### src/sv/pstc_pkg.sv
// Shared types and constants for the PID steer/throttle controller.
// No dependencies; imported by pid_steer_throttle_controller.
package pstc_pkg;

  localparam int ErrW     = 16;
  localparam int SpdW     = 16;
  localparam int GainW    = 16;
  localparam int IntW     = 32;
  localparam int SteerW   = 24;
  localparam int ThrW     = 2;
  localparam int CfgIdxW  = 8;
  localparam int CfgDataW = 16;
  localparam int DiffW    = ErrW + 1;
  localparam int MulAW    = 32;
  localparam int MulBW    = 22;
  localparam int ProdW    = MulAW + MulBW;
  localparam int AccW     = 63;
  localparam int RndW     = AccW - 25;

  localparam logic [CfgIdxW-1:0] REG_GAIN_P    = 8'd0;
  localparam logic [CfgIdxW-1:0] REG_GAIN_I    = 8'd1;
  localparam logic [CfgIdxW-1:0] REG_GAIN_D    = 8'd2;
  localparam logic [CfgIdxW-1:0] REG_LOW_SPEED = 8'd3;

  localparam logic [ThrW-1:0] THR_BRAKE  = 2'd0;
  localparam logic [ThrW-1:0] THR_CRUISE = 2'd1;
  localparam logic [ThrW-1:0] THR_BOOST  = 2'd2;

  localparam logic [SpdW-1:0] LOW_SPEED_RESET = 16'd160;

endpackage

### src/sv/pid_steer_throttle_controller.sv
// PID steer/throttle controller, trapezoidal integral, one shared multiplier.
// Depends on pstc_pkg.
//
//   channel  | handshake            | payload
//   ---------+----------------------+--------------------------------
//   in       | in_valid / in_stall  | error_sample, speed_sample
//   out      | out_valid / out_stall| steer_value, throttle_code
//   cfg      | cfg_valid / cfg_ready| cfg_index, cfg_data
//
// Each item takes the accept cycle plus six sequencer steps, four of them on the
// single 32x22 signed multiplier (Kp*e, *scale, Ki*I, Kd*d); items never overlap.
// Reset clears the gains, last error and integral and sets the speed limit to 10.0.
// The result waits in the output register while the next item is accepted;
// the final step holds only if the previous result has not been taken yet.
module pid_steer_throttle_controller
  import pstc_pkg::*;
(
  input  logic                       clk,
  input  logic                       rst,
  input  logic                       in_valid,
  output logic                       in_stall,
  input  logic signed [ErrW-1:0]     error_sample,
  input  logic        [SpdW-1:0]     speed_sample,
  output logic                       out_valid,
  input  logic                       out_stall,
  output logic signed [SteerW-1:0]   steer_value,
  output logic        [ThrW-1:0]     throttle_code,
  input  logic                       cfg_valid,
  output logic                       cfg_ready,
  input  logic        [CfgIdxW-1:0]  cfg_index,
  input  logic        [CfgDataW-1:0] cfg_data
);

  typedef enum logic [2:0] {
    S_IDLE, S_P1, S_P2, S_I, S_D, S_SUM, S_ROUND
  } state_t;

  state_t state;

  logic        [GainW-1:0]  gain_p, gain_i, gain_d;
  logic        [SpdW-1:0]   low_speed_limit;
  logic signed [ErrW-1:0]   last_error;
  logic signed [IntW-1:0]   integral;

  logic signed [ErrW-1:0]   e_r;
  logic        [SpdW-1:0]   speed_r;
  logic signed [DiffW-1:0]  d_r;
  logic signed [MulBW-1:0]  scale_r;
  logic        [ThrW-1:0]   thr_r;
  logic signed [ProdW-1:0]  prod_r;
  logic signed [AccW-1:0]   acc;

  logic                     in_acc, out_free;
  logic signed [DiffW-1:0]  diff;
  logic signed [IntW+1:0]   isum;
  logic signed [IntW-1:0]   integral_next;

  logic signed [20:0]       d10;
  logic signed [21:0]       d20;
  logic signed [26:0]       d500;
  logic signed [18:0]       e5;
  logic signed [MulBW-1:0]  scale_next;
  logic        [ThrW-1:0]   thr_next;

  logic signed [MulAW-1:0]  mul_a;
  logic signed [MulBW-1:0]  mul_b;
  logic signed [ProdW-1:0]  mul_p;
  logic signed [AccW-1:0]   prod_ext;
  logic signed [AccW-1:0]   rnd;
  logic signed [RndW-1:0]   rsh;
  logic signed [SteerW-1:0] steer_next;

  assign in_stall  = (state != S_IDLE);
  assign cfg_ready = 1'b1;
  assign in_acc    = in_valid && !in_stall;
  assign out_free  = !out_valid || !out_stall;

  // input step: difference and saturating trapezoidal sum
  always_comb begin
    diff = {error_sample[ErrW-1], error_sample} - {last_error[ErrW-1], last_error};
    isum = {{2{integral[IntW-1]}}, integral}
         + {{(IntW+2-ErrW){error_sample[ErrW-1]}}, error_sample}
         + {{(IntW+2-ErrW){last_error[ErrW-1]}}, last_error};
    if (isum[IntW+1:IntW-1] == 3'b000 || isum[IntW+1:IntW-1] == 3'b111) begin
      integral_next = isum[IntW-1:0];
    end else if (isum[IntW+1]) begin
      integral_next = {1'b1, {(IntW-1){1'b0}}};
    end else begin
      integral_next = {1'b0, {(IntW-1){1'b1}}};
    end
  end

  // proportional scale and throttle decision
  always_comb begin
    d10  = ({{4{d_r[DiffW-1]}}, d_r} <<< 3) + ({{4{d_r[DiffW-1]}}, d_r} <<< 1);
    d20  = {d10[20], d10} <<< 1;
    d500 = {{10{d_r[DiffW-1]}}, d_r} * 27'sd500;
    e5   = ({{3{e_r[ErrW-1]}}, e_r} <<< 2) + {{3{e_r[ErrW-1]}}, e_r};

    if (e_r > 16'sd4096 && d10 > 21'sd4096) begin
      scale_next = 22'sd8192 + {d10[20], d10};
    end else if (e_r < -16'sd4096 && d10 < -21'sd4096) begin
      scale_next = 22'sd8192 - {d10[20], d10};
    end else begin
      scale_next = 22'sd4096;
    end

    thr_next = THR_CRUISE;
    if (e_r > 16'sd4096 && d20 > 22'sd4096) begin
      thr_next = THR_BRAKE;
    end else if (e5 > 19'sd24576 && d500 > 27'sd4096) begin
      thr_next = THR_BRAKE;
    end else if (e_r < -16'sd4096 && d20 < -22'sd4096) begin
      thr_next = THR_BRAKE;
    end else if (e5 < -19'sd24576 && d500 < -27'sd4096) begin
      thr_next = THR_BRAKE;
    end
    if (speed_r < low_speed_limit) begin
      thr_next = THR_BOOST;
    end
  end

  // shared multiplier operand select
  always_comb begin
    unique case (state)
      S_P1: begin
        mul_a = {{(MulAW-ErrW){e_r[ErrW-1]}}, e_r};
        mul_b = {{(MulBW-GainW){1'b0}}, gain_p};
      end
      S_P2: begin
        mul_a = prod_r[MulAW-1:0];
        mul_b = scale_r;
      end
      S_I: begin
        mul_a = integral;
        mul_b = {{(MulBW-GainW){1'b0}}, gain_i};
      end
      S_D: begin
        mul_a = {{(MulAW-DiffW){d_r[DiffW-1]}}, d_r};
        mul_b = {{(MulBW-GainW){1'b0}}, gain_d};
      end
      default: begin
        mul_a = '0;
        mul_b = '0;
      end
    endcase
    mul_p    = mul_a * mul_b;
    prod_ext = {{(AccW-ProdW){prod_r[ProdW-1]}}, prod_r};
  end

  // negate, round half up from Q37 to Q12, saturate
  always_comb begin
    rnd = -acc + ({{(AccW-1){1'b0}}, 1'b1} <<< 24);
    rsh = rnd[AccW-1:25];
    if (rsh > 38'sd8388607) begin
      steer_next = {1'b0, {(SteerW-1){1'b1}}};
    end else if (rsh < -38'sd8388608) begin
      steer_next = {1'b1, {(SteerW-1){1'b0}}};
    end else begin
      steer_next = rsh[SteerW-1:0];
    end
  end

  always_ff @(posedge clk) begin
    if (rst) begin
      state           <= S_IDLE;
      out_valid       <= 1'b0;
      gain_p          <= '0;
      gain_i          <= '0;
      gain_d          <= '0;
      low_speed_limit <= LOW_SPEED_RESET;
      last_error      <= '0;
      integral        <= '0;
    end else begin
      if (out_valid && !out_stall && state != S_ROUND) begin
        out_valid <= 1'b0;
      end

      if (cfg_valid && cfg_ready) begin
        unique case (cfg_index)
          REG_GAIN_P:    gain_p          <= cfg_data;
          REG_GAIN_I:    gain_i          <= cfg_data;
          REG_GAIN_D:    gain_d          <= cfg_data;
          REG_LOW_SPEED: low_speed_limit <= cfg_data;
          default: ;
        endcase
      end

      unique case (state)
        S_IDLE: begin
          if (in_acc) begin
            e_r        <= error_sample;
            speed_r    <= speed_sample;
            d_r        <= diff;
            integral   <= integral_next;
            last_error <= error_sample;
            state      <= S_P1;
          end
        end
        S_P1: begin
          prod_r  <= mul_p;
          scale_r <= scale_next;
          thr_r   <= thr_next;
          state   <= S_P2;
        end
        S_P2: begin
          prod_r <= mul_p;
          state  <= S_I;
        end
        S_I: begin
          acc    <= prod_ext <<< 1;
          prod_r <= mul_p;
          state  <= S_D;
        end
        S_D: begin
          acc    <= acc + (prod_ext <<< 12);
          prod_r <= mul_p;
          state  <= S_SUM;
        end
        S_SUM: begin
          acc   <= acc + (prod_ext <<< 13);
          state <= S_ROUND;
        end
        S_ROUND: begin
          if (out_free) begin
            steer_value   <= steer_next;
            throttle_code <= thr_r;
            out_valid     <= 1'b1;
            state         <= S_IDLE;
          end
        end
        default: state <= S_IDLE;
      endcase
    end
  end

`ifndef SYNTHESIS
  a_result_from_round: assert property (@(posedge clk) disable iff (rst)
    $rose(out_valid) |-> $past(state == S_ROUND))
    else $error("result appeared outside the final step");

  a_busy_after_accept: assert property (@(posedge clk) disable iff (rst)
    in_acc |=> in_stall)
    else $error("input not stalled after a transaction");

  a_state_held_when_idle: assert property (@(posedge clk) disable iff (rst)
    !in_acc |=> ($stable(integral) && $stable(last_error)))
    else $error("controller state changed without an input transaction");
`endif

endmodule
### config.mk
export PLATFORM = sky130hd
export DESIGN_NAME = pid_steer_throttle_controller
export DESIGN_NICKNAME = d
export VERILOG_FILES = /design/src/sv/pstc_pkg.sv /design/src/sv/pid_steer_throttle_controller.sv
export SDC_FILE = /design/constraint.sdc
export NUM_CORES = 2
export LEC_CHECK = 0
export BUFFER_PORTS_ARGS = -buffer_cell sky130_fd_sc_hd__buf_2
export CORE_ASPECT_RATIO = 0.5
export CORE_MARGIN = 2
export CORE_UTILIZATION = 55
export DETAILED_ROUTE_END_ITERATION = 10
export GPL_TIMING_DRIVEN = 0
export PLACE_DENSITY_LB_ADDON = 0.12
export SYNTH_ARGS = -nofsm -noshare
export SYNTH_HDL_FRONTEND = slang
export SYNTH_SLANG_ARGS = --single-unit
### constraint.sdc
create_clock -name clk -period 12.2 [get_ports clk]
set_input_delay 2.44 -clock clk [delete_from_list [all_inputs] [get_ports clk]]
set_output_delay 2.44 -clock clk [all_outputs]
set_load 0.02 [all_outputs]
==> impl_results.md <==
* H-tree depth reported by CTS at 2
* Syn Nets at 6885
* Worst slack at placement at 473 ps
* Initial Util at 55.9%
* DIE AREA at 95400 um^2
* Mapped cell area at 51100 um^2
* Avg Inst Size Synth at 9.08 um^2
* Dpl hpwl at 153000 um
* Vias in the first global route at 42900
* Final Hold Vio Count at 0
* Clock sinks at 330
* Worst Path Buf+Inv at 10
* TritonCTS clock tree: yes
* Initial antenna violation count at 5
* Hold WS at 420 ps
* Die H at 219 um
* Measured slew at the worst slew-check pin at 1610 ps
* Layout Cells excl Fill at 7047
* Synth Instances at 5623
* Clock transition at path regs at 60 ps
* ANT nets after route at 0
* Peak supply drop at 0.260 mV
* Largest net degree at the start of global routing at 36
* Crit path max fanout at 10
* Vias at 42800
* Endpoints failing setup at 0
* Max-capacitance violation count at 3
* I/O Pins at 90
* EDFF count, synth at 214
* Period minus WS final at 11940 ps
* CP Capture Point: prod_r[53]
* Stages on worst setup path at 32
* Clock root buffer: clkbuf_16
* Total GRT Usage at 38.9%
* GRT met1 Usage at 51.7%
* Drc violations at 0
* Post-synthesis async set-or-reset flop share at 0%
* RePlAce Congestion at 1.12
* Critical path's top delay family: adder cells
* Leakage power figure at 25.4 nW
* First-pass GRT wire length at 273000 um
* WP data arrival at 12260 ps
* Critical path launch point: state[0]
* RSZ-0062 raised after global routing: no
* Vias/cell at 6.08
* Synth warn at 0
* Crit path top cell by count: fa_1
* Overflow after GRT at 0
* Setup ws final at 260 ps
* Clock Latency Late Sink at 600 ps
* Drt first pass iters at 8
* Crit path max-delay cell type: clkdlybuf4s15_1
* Yosys top cell by area: fa_1
* Routed wire length at 184000 um
* First DRT Iteration DRCs at 4894
* Share of layout cells above drive strength 1 at 4.51%
* Worst-case clock skew at 34.7 ps
* RR Startpoint: state[0]
* Slew margin rel. at -7.50%
* Global Route met3 Usage at 19.0%
* Nets@finish at 7037
* Post-CTS setup buffers at 0
* Top cells by count, synth: 853 x inv_1, 800 x fa_1, 646 x nand2_1, 560 x nor2_1, 401 x ha_1
* Main synth FF type: edfxtp_1
* Run status: finished, violations left
* Achievable Freq at 0.0837 GHz
* Setup TNS at 0 ps
* Critical Path Max Stage Delay at 970 ps
* Hold crit path type: reg2reg
* Clock buffer depth at 3
* Capturing point of the worst reg2reg path: prod_r[53]
* Port bufs at 87
* Seq/Total Area, Yosys at 17.1%
* Synth Register Bits at 330
* Area delta synth->final at 7.03%
* Count leader, synth: inv_1
* Grt met2 use at 55.6%
* PD cells at 111 nW/um^2
* CTS Buf Count at 38
* Reg2Reg Depth at 32
* Period utilisation layout at 97.9%
* Yosys cell types at 96
* Max-slew violations at 47
* Worst endpoint required time at 12520 ps
* Synth top area cells: fa_1 31%, edfxtp_1 13%, ha_1 9.8%
* CP Class: reg2reg
* Startpoint types: flop
* Core area at 91300 um^2
* Most Crowded Layer GR: met2
* Placed insts at 6971
* Reg-to-reg slack, setup at 260 ps
* Die W at 435 um
* Post-synth top area share at 31.4%
* CP Capture Type: flop
* Total power at 0.00604 W
* Failing checks: capacitance limit, slew limit
* WL/cell at 26.2 um
* Row cnt at 78
-- per-layer routing --
| layer | up-vias | share of wire, % |
|---|---|---|
| met3 | 394 | 15 |
| met2 | 2365 | 40 |
| met4 | 12 | 3.5 |
| met1 | 21100 | 41 |
| met5 | - | 0.34 |
| li1 | 18900 | - |
-- worst reg2reg max path: cells and delay by family (launching register included) --
kind | cells | cell delay (ps)
xor gates and xnor gates | 1 | 120
buffers and inverters | 10 | 3140
and+or+nand+nor | 4 | 930
DFF | 1 | 420
AOI/OAI and AO/OA | 9 | 2870
adders and majority gates | 8 | 4190
-- flip-flops by register name (all words and copies together), names as in the netlist --
| name | count |
|---|---|
| integral | 32 |
| last_error | 16 |
| state | 3 |
| gain_p | 16 |
| speed_r | 16 |
| low_speed_limit | 16 |
| throttle_code | 2 |
| gain_i | 16 |
| out_valid | 1 |
| thr_r | 2 |
| prod_r | 54 |
| scale_r | 21 |
| gain_d | 16 |
| d_r | 17 |
| steer_value | 24 |
| acc | 62 |
| e_r | 16 |
-- power by group --
group / switching, W / total (W) / internal [W]
combinational: 0.00209 / 0.00338 / 0.00129
clock: 0.000513 / 0.00118 / 0.000663
sequential: 0.000191 / 0.00148 / 0.00129
total: 0.00279 / 0.00604 / 0.00325
-- cells by family (layout without fill, tap and decap cells) --
family	Yosys count	count (layout)	share of synthesized area (%)
simple gates	1593	1593	13.6
fa+ha+maj	1203	1203	41.2
compound gates	1098	1098	14.5
buf+inv	1089	1269	8.11
flops	330	330	17.1
xor+xnor	239	239	4.11
mux	69	69	1.35
other cells	2	6	0.0147
-- metrics by stage --
step	area [um^2]	util (%)
2_1_floorplan	51100	-
3_3_place_gp	53000	58.1
3_5_place_dp	53300	58.4
4_1_cts	54600	59.8
5_1_grt	54600	59.8
6_report	54600	59.8
-- placed cells by master (no fill, tap or decap), types with 13 or more instances in the layout --
| master | count |
|---|---|
| o21ai_0 | 224 |
| xnor2_1 | 156 |
| a22o_1 | 26 |
| nor2_1 | 558 |
| nor4_1 | 22 |
| o21a_1 | 43 |
| a31oi_1 | 35 |
| a21oi_1 | 256 |
| nor3_1 | 62 |
| or3_1 | 29 |
| nand3_1 | 52 |
| or2_2 | 20 |
| ha_1 | 401 |
| o21bai_1 | 26 |
| fa_1 | 800 |
| o21ai_1 | 20 |
| nand2b_1 | 43 |
| edfxtp_1 | 214 |
| a21o_1 | 118 |
| clkbuf_1 | 205 |
| nand3b_1 | 13 |
| clkbuf_16 | 40 |
| a211oi_1 | 66 |
| a21boi_0 | 13 |
| xor2_1 | 82 |
| nand2_1 | 646 |
| and2_1 | 19 |
| inv_1 | 853 |
| o31ai_1 | 27 |
| nor2b_1 | 47 |
| buf_1 | 17 |
| nand4_1 | 27 |
| a221oi_1 | 43 |
| mux2i_1 | 69 |
| a22oi_1 | 15 |
| and3_1 | 20 |
| buf_2 | 110 |
| dfxtp_1 | 116 |
| o211ai_1 | 20 |
| a221o_1 | 39 |
-- worst min-delay path by stage --
stage / cells after the start / startpoint / end / slack (ps)
after floorplan: 0 / thr_r[0] / throttle_code[0] / 400
after global placement: 0 / thr_r[1] / throttle_code[1] / 400
after detailed placement: 0 / thr_r[1] / throttle_code[1] / 410
after CTS: 0 / thr_r[0] / throttle_code[0] / 420
after global routing: 0 / thr_r[1] / throttle_code[1] / 430
final: 0 / thr_r[0] / throttle_code[0] / 420
-- layout make-up --
cell class / instances / area (um^2)
Fill cell: 8218 / 36700
Clock inverter: 15 / 165
Timing Repair Buffer: 112 / 692
Buffer: 235 / 942
Inverter: 854 / 3210
Sequential cell: 330 / 8750
Clock buffer: 53 / 1070
Tap cell: 1240 / 1550
Antenna cell: 4 / 10.0
Multi-Input combinational cell: 4204 / 38300
-- repair_timing --
action / in CTS / in global routing
setup endpoints to repair: 0 / 3
resized for setup: 0 / 3
hold buffers: 0 / 0
No activity file was read; power rests on OpenSTA's default activity.
